**config.mk**
```make
export PLATFORM = sky130hd
export DESIGN_NAME = bpa_ram
export DESIGN_NICKNAME = d
export VERILOG_FILES = /design/src/sv/bpa_ram.sv
export SDC_FILE = /design/constraint.sdc
export NUM_CORES = 1
export LEC_CHECK = 0
export BUFFER_PORTS_ARGS = -buffer_cell sky130_fd_sc_hd__buf_2
export CAP_MARGIN = 40
export CORE_MARGIN = 2
export CORE_UTILIZATION = 60
export DETAILED_ROUTE_END_ITERATION = 10
export PLACE_DENSITY = 0.89
export SLEW_MARGIN = 5
export SYNTH_ARGS = -nofsm -noshare
export SYNTH_HDL_FRONTEND = slang
export SYNTH_SLANG_ARGS = --single-unit
```
**constraint.sdc**
```tcl
create_clock -name clock -period 4.8 [get_ports clock]
set_clock_uncertainty 0.15 [all_clocks]
set_input_delay 0.96 -clock clock [delete_from_list [all_inputs] [get_ports clock]]
set_output_delay 0.96 -clock clock [all_outputs]
set_load 0.02 [all_outputs]
```
**src/sv/bpa_ram.sv**
```systemverilog
// bpa_ram: generic single-port synchronous ram with registered read
// no dependencies
module bpa_ram #(
   parameter int WIDTH = 8,
   parameter int DEPTH = 16
) (
   input  logic                     clock,
   input  logic                     wr_en,
   input  logic [$clog2(DEPTH)-1:0] addr,
   input  logic [WIDTH-1:0]         wr_data,
   output logic [WIDTH-1:0]         rd_data
);

   logic [WIDTH-1:0] mem_ff [DEPTH];
   logic [WIDTH-1:0] rd_data_ff;

   // one access per cycle: an optional write, and a read of the old word
   always_ff @(posedge clock) begin
      if (wr_en) begin
         mem_ff[addr] <= wr_data;
      end
      rd_data_ff <= mem_ff[addr];
   end

   assign rd_data = rd_data_ff;

endmodule

```
Word-level counts from Yosys, hierarchy flattened
Memories as Yosys holds them, arrays and structs flattened. A register that Yosys moved wholly into a read port is not among the register bits.
Index checks and enable logic that the tools add are counted.
{ "totals": {"ff_bits": 0, "ramBits": 128, "output_inout_bits": 8, "wordCells": 3, "memories": 1} }
{ "classes": {"mux": 2} }
{ "memory_table": {"columns": ["name", "words", "width", "read_ports", "rd_clocked_by_memory_dff", "write_ports", "line_no", "text"], "rows": [
  ["mem_ff", 16, 8, 1, 1, 1, "14", "logic [WIDTH-1:0] mem_ff [DEPTH];"]
]} }
{ "op_table": {"columns": ["operator", "n"], "rows": [
  ["1-bit 2-to-1 mux", 2]
]} }

Longest topological paths before layout
Gate-level depths: netlist (run 1).
{ "depth": {"ltp_word": 2, "ltp_mapped": 5, "ltp_nobuf": 3} }

Worst setup path before layout (run 1)
No wires, ideal clock.
{ "synth_path": {"path_kind": "in2reg", "startpoint": "input port addr[2]", "endpoint": "memory mem_ff[0][0], enable pin", "setup_time_ns": 0.383, "arrival_ns": 2.070, "t_required_ns": 4.267, "path_slack_ns": 2.197, "stages": 2, "n_path_buf": 0, "path_cell_list": "or3b_2 > nor3_1"} }
{ "synth_rtl": {"columns": ["item", "line_no", "text"], "rows": [
  ["start, declared", "9", "input logic [$clog2(DEPTH)-1:0] addr,"],
  ["end, declared", "14", null]
]} }
No word-level cell before the write port.

==> out/summary.json, run 1 <==
{
  "outcome": "complete, no violations",
  "worst_pin_slew_ns": 0.936,
  "wire_length_of_the_first_global_routing_pass_mm": 15.2,
  "fin_setup_tns_ns": 0,
  "dp_cells": 350,
  "synth.cell_area_um2": 5070,
  "numPortBuffers": 21,
  "clkLatencyLatePin_ns": 0.51,
  "cp_slowest_stage_delay_ns": 0.56,
  "die-width_um": 95.9,
  "post_synth.cell_area_avg_um2": 22.0,
  "number_of_global_route_vias_before_repair": 2465,
  "r2r_setup_slk_ns": 3.24,
  "cts.repair.resized": 0,
  "nets": 278,
  "min_to": "rd_data[3]$_DFF_P_",
  "peakVddDrop_uv": 314,
  "grtUsageTotal": 0.253,
  "layout-area-overhead-vs-synth_pct": 15.4,
  "grt_antenna_before_repair": 0,
  "critical_path.endpoint_type": "register",
  "cap_violations": 0,
  "gp_congestion": 0.814,
  "postCtsSetupRepairBufs": 0,
  "power_density_nw_per_um2": 459,
  "final_max_slew_viol_count": 0,
  "period_utilization": 0.563,
  "crit_slowest_cell": "sky130_fd_sc_hd__mux4_2",
  "design.die.area_um2": 9200,
  "post_synth_inst_count": 230,
  "clock-root-buffer": "sky130_fd_sc_hd__clkbuf_8",
  "initial_utilization": 0.617,
  "final-hold-violation-count": 0,
  "avgRoutedWirePerCell_um": 26.4,
  "worst_slew_margin_rel": 0.376,
  "cts_tree": "built",
  "yosys_most_used_dff": "sky130_fd_sc_hd__edfxtp_1",
  "clock_sinks": 136,
  "cts.hold.buffers_added": 0,
  "synth_cell_types": 18,
  "ctsLongestPathBuffers": 2,
  "timing.critical_path.arrival_ns": 2.92,
  "synth_edf_count": 128,
  "detailed_place_hpwl_mm": 5.94,
  "mostFrequentLayoutCell": "sky130_fd_sc_hd__edfxtp_1",
  "timing.fmax_ghz": 0.370,
  "worstReg2RegStart": "mem_ff[11][2]$_DFFE_PP_",
  "hold_path_class": "reg2reg",
  "drt_drc_violations_left": 0,
  "final_cell_mix": "sky130_fd_sc_hd__edfxtp_1, sky130_fd_sc_hd__mux4_2, sky130_fd_sc_hd__buf_2",
  "routed_via_density": 6.34,
  "period_minus_slack_ns": 2.70,
  "synth_top_area_share": 0.759,
  "worst_r2r_endpoint": "rd_data[2]$_DFF_P_",
  "design.core.area_um2": 8220,
  "hold_start": "mem_ff[7][3]$_DFFE_PP_",
  "via_count": 2421,
  "synth_register_bits": 136,
  "ys_seq_area_frac": 0.790,
  "die_height_um": 95.9,
  "drt_wl_total_mm": 10.1,
  "postSynthNetCount": 244,
  "drive_above_1_share": 0.321,
  "critPathLaunchType": "primary input",
  "h-tree-depth": 4,
  "grt_setup_unrepaired": "no",
  "timing_worst_setup_path_type": "in2reg",
  "floorplan.rows": 33,
  "yosysTopAreaCell": "sky130_fd_sc_hd__edfxtp_1",
  "route.antenna.remaining_nets": 0,
  "critical_path.max_fanout": 22,
  "dr.first_iter.drc_count": 383,
  "ys_warn_count": 0,
  "whs_ns": 0.567,
  "postSynth.asyncResetShare": 0,
  "leakagePower_nw": 1.91,
  "n_antenna_cell": 0,
  "r2r_cells": 3,
  "setup-violations-final": 0,
  "grt_max_degree": 40,
  "netlist_top_cells_area": "sky130_fd_sc_hd__edfxtp_1, sky130_fd_sc_hd__mux4_2, sky130_fd_sc_hd__dfxtp_1",
  "critPathLaunch": "addr[0]",
  "worst_endpoint_required_time_ns": 5.02,
  "holdPathStages": 3,
  "first_pass_iters": 5,
  "num_ports": 22,
  "grt.overflow.total": 0,
  "clkSlewWorstSetupHoldPaths_ns": 0.06,
  "layout.cells.non_filler": 382,
  "cts_made_buffers": 17,
  "cp_cell_sequence": "buf_2, buf_4, mux4_2, a22oi_1, nand2_1"
}
-- power breakdown --
group	total, W	switching, W	leakage (nW)	internal, W
registers	0.00134	0.00000963	1.22	0.00133
clock network	0.00121	0.000474	0.265	0.000738
logic	0.000131	0.0000828	0.420	0.0000484
-- stage by stage --
stage / util / worst slack, ns / instance area, um2 / power [W]
floorplan: - / 2.20 / 5070 / 0.00144
CTS: 0.711 / 2.08 / 5850 / 0.00269
detailed placement: 0.642 / 1.58 / 5280 / 0.00149
global placement: 0.640 / 1.62 / 5260 / 0.00149
finish: 0.711 / 2.10 / 5850 / 0.00268
global route: 0.711 / 1.93 / 5850 / 0.00276
-- registers in the layout, indices dropped and copies added, names as in the netlist --
name / count
mem_ff: 128
rd_data: 8
-- final cells by class --
cell class	count	area, um2
Clock buffer	17	414
Clock inverter	15	155
Fill cell	468	2370
Multi-Input combinational cell	83	1000
Sequential cell	136	4000
Tap cell	105	131
Timing Repair Buffer	26	138
-- worst max-delay path, delay by kind of cell --
| kind | cells | cell delay (ns) |
|---|---|---|
| AND/OR/NAND/NOR | 1 | 0.14 |
| multiplexers | 1 | 0.56 |
| AO/OA/AOI/OAI | 1 | 0.26 |
| buffers and inverters | 2 | 0.98 |
-- cells by family after synthesis --
kind of cell	Yosys count	share of synthesized area
compound gates	16	0.0237
flops	136	0.790
buf+inv	11	0.0119
simple gates	35	0.0321
mux	32	0.142
-- per-layer routing --
metal / up-vias / track usage / wire length [um]
met4: 0 / 0.0833 / 170
met5: - / 0 / 0
met1: 1253 / 0.334 / 3600
met2: 120 / 0.424 / 5540
li1: 1034 / - / -
met3: 14 / 0.0611 / 797
-- cells in the mapped netlist, types with 4 or more instances --
| cell type | n |
|---|---|
| sky130_fd_sc_hd__a22oi_1 | 16 |
| sky130_fd_sc_hd__buf_1 | 4 |
| sky130_fd_sc_hd__dfxtp_1 | 8 |
| sky130_fd_sc_hd__edfxtp_1 | 128 |
| sky130_fd_sc_hd__mux4_2 | 32 |
| sky130_fd_sc_hd__nand2_1 | 9 |
| sky130_fd_sc_hd__nor2_1 | 13 |
| sky130_fd_sc_hd__nor3_1 | 4 |
-- how the worst max path moves through the flow --
stage                     cells past startpoint                endpoint
after CTS                                     5      rd_data[5]$_DFF_P_
after detailed placement                      5      rd_data[5]$_DFF_P_
after global routing                          5      rd_data[5]$_DFF_P_
after floorplan                               2  mem_ff[0][0]$_DFFE_PP_
final                                         5      rd_data[0]$_DFF_P_
after global placement                        5      rd_data[5]$_DFF_P_
Power figures use the tool's default switching activity.
==> run 2: changes to the inputs <==
==> constraint.sdc (replaced) <==
create_clock -name clock -period 2.7 [get_ports clock]
set_clock_uncertainty 0.15 [all_clocks]
set_input_delay 0.54 -clock clock [delete_from_list [all_inputs] [get_ports clock]]
set_output_delay 0.54 -clock clock [all_outputs]
set_load 0.02 [all_outputs]
==> run 2 against run 1 <==
Against the previous run: combinational power is 82% higher; largest power group is now the clock network; cell area grew 4.2%; die area stayed put; cell count grew 5.0%; worst setup slack lost 1.1 ns; via count increased by 4.0%; total power grew 91%; largest cell class unchanged.
==> out/summary.json, run 2 (synthesized netlist as in run 1, its figures left out) <==
{
  "peakVddDrop_uv": 697,
  "cp_slowest_stage_delay_ns": 0.35,
  "holdPathStages": 1,
  "clkLatencyLatePin_ns": 0.51,
  "cp_cell_sequence": "buf_2",
  "drt_wl_total_mm": 10.4,
  "leakagePower_nw": 2.06,
  "r2r_cells": 3,
  "worst_pin_slew_ns": 0.590,
  "clock_sinks": 136,
  "gp_congestion": 0.771,
  "cp.buffers_inverters": 1,
  "n_antenna_cell": 0,
  "die-width_um": 95.9,
  "first_pass_iters": 5,
  "drt_drc_violations_left": 0,
  "grtUsageTotal": 0.258,
  "timing_worst_setup_path_type": "reg2out",
  "detailed_place_hpwl_mm": 6.23,
  "final-hold-violation-count": 0,
  "layout-area-overhead-vs-synth_pct": 20.2,
  "outcome": "complete, no violations",
  "timing.critical_path.arrival_ns": 1.04,
  "min_to": "mem_ff[15][5]$_DFFE_PP_",
  "worst_r2r_endpoint": "rd_data[4]$_DFF_P_",
  "grt_setup_unrepaired": "no",
  "design.core.area_um2": 8220,
  "cts.hold.buffers_added": 0,
  "critical_path.endpoint_type": "primary output",
  "crit_slowest_cell": "sky130_fd_sc_hd__dfxtp_1",
  "final_cell_mix": "sky130_fd_sc_hd__edfxtp_1, sky130_fd_sc_hd__mux4_2, sky130_fd_sc_hd__buf_4",
  "grt_max_degree": 21,
  "largest_reg_flops": 128,
  "critPathTopFamily": "flip-flops",
  "floorplan.rows": 33,
  "r2r_setup_slk_ns": 1.14,
  "number_of_global_route_vias_before_repair": 2679,
  "wire_length_of_the_first_global_routing_pass_mm": 15.7,
  "worstReg2RegStart": "mem_ff[7][4]$_DFFE_PP_",
  "power_density_nw_per_um2": 842,
  "critical_path.max_fanout": 1,
  "timing.fmax_ghz": 0.578,
  "clkSlewWorstSetupHoldPaths_ns": 0.06,
  "clock-root-buffer": "sky130_fd_sc_hd__clkbuf_8",
  "fin_setup_tns_ns": 0,
  "registers.top_by_ff_count": "mem_ff",
  "num_ports": 22,
  "final_max_slew_viol_count": 0,
  "report.power.total_w": 0.00513,
  "via_count": 2518,
  "cts_made_buffers": 17,
  "cts_tree": "built",
  "critPathLaunchType": "register",
  "avgRoutedWirePerCell_um": 25.9,
  "worst_endpoint_required_time_ns": 2.01,
  "cap_violations": 0,
  "cts.repair.resized": 0,
  "setup-violations-final": 0,
  "drive_above_1_share": 0.368,
  "nets": 298,
  "die_height_um": 95.9,
  "numPortBuffers": 21,
  "mostFrequentLayoutCell": "sky130_fd_sc_hd__edfxtp_1",
  "routed_via_density": 6.28,
  "ctsLongestPathBuffers": 2,
  "hold_path_class": "in2reg",
  "hold_start": "wr_data[5]",
  "period_utilization": 0.641,
  "grt_antenna_before_repair": 0,
  "h-tree-depth": 4,
  "grt.overflow.total": 0,
  "design.die.area_um2": 9200,
  "dr.first_iter.drc_count": 310,
  "postCtsSetupRepairBufs": 0,
  "worst_slew_margin_rel": 0.606,
  "period_minus_slack_ns": 1.73,
  "route.antenna.remaining_nets": 0,
  "initial_utilization": 0.617
}
==> run 2: area by class of cell <==
cell class                      instances  area (um2)
Sequential cell                       136        4000
Fill cell                             436        2130
Multi-Input combinational cell         83        1000
Clock buffer                           18         418
Timing Repair Buffer                   46         305
Clock inverter                         13         228
Tap cell                              105         131
==> run 2: worst max-delay path by stage <==
stage / from / endpoint / slack [ns] / depth (start not counted)
after floorplan: addr[2] / mem_ff[0][0]$_DFFE_PP_ / 0.52 / 2
after global placement: addr[0] / rd_data[1]$_DFF_P_ / 0.53 / 5
after detailed placement: addr[1] / rd_data[7]$_DFF_P_ / 0.46 / 5
after CTS: rd_data[2]$_DFF_P_ / rd_data[2] / 0.95 / 1
after global routing: addr[1] / mem_ff[2][3]$_DFFE_PP_ / 0.91 / 5
final: rd_data[2]$_DFF_P_ / rd_data[2] / 0.97 / 1
==> run 2: worst register-to-register path: stages, from the launching register on <==
cell	delay, ns
sky130_fd_sc_hd__edfxtp_1	0.41
sky130_fd_sc_hd__mux4_2	0.54
sky130_fd_sc_hd__a22oi_1	0.26
sky130_fd_sc_hd__nand2_1	0.09
==> run 2: routing by layer <==
| metal | wire, um | share of wire | GRT usage |
|---|---|---|---|
| met1 | 3850 | 0.37 | 0.320 |
| met2 | 5650 | 0.54 | 0.441 |
| met3 | 653 | 0.063 | 0.0493 |
| met4 | 246 | 0.024 | 0.123 |
| met5 | 0 | 0 | 0 |
==> run 2: report_power, final <==
| group | internal [W] | switching, W | total (W) |
|---|---|---|---|
| clock | 0.00168 | 0.000836 | 0.00251 |
| combinational | 0.0000962 | 0.000142 | 0.000238 |
| sequential | 0.00236 | 0.0000158 | 0.00238 |
==> run 2: per-stage QoR <==
| step | area (um2) | setup slack [ns] | util | hold WS, ns | std cells |
|---|---|---|---|---|---|
| global placement | 5440 | 0.532 | 0.663 | 0.499 | 370 |
| floorplan | 5070 | 0.517 | - | 0.485 | 230 |
| detailed placement | 5440 | 0.463 | 0.663 | 0.518 | 370 |
| CTS | 6090 | 0.949 | 0.741 | 0.238 | 401 |
| finish | 6090 | 0.969 | 0.741 | 0.250 | 401 |
| global route | 6090 | 0.912 | 0.741 | 0.254 | 401 |
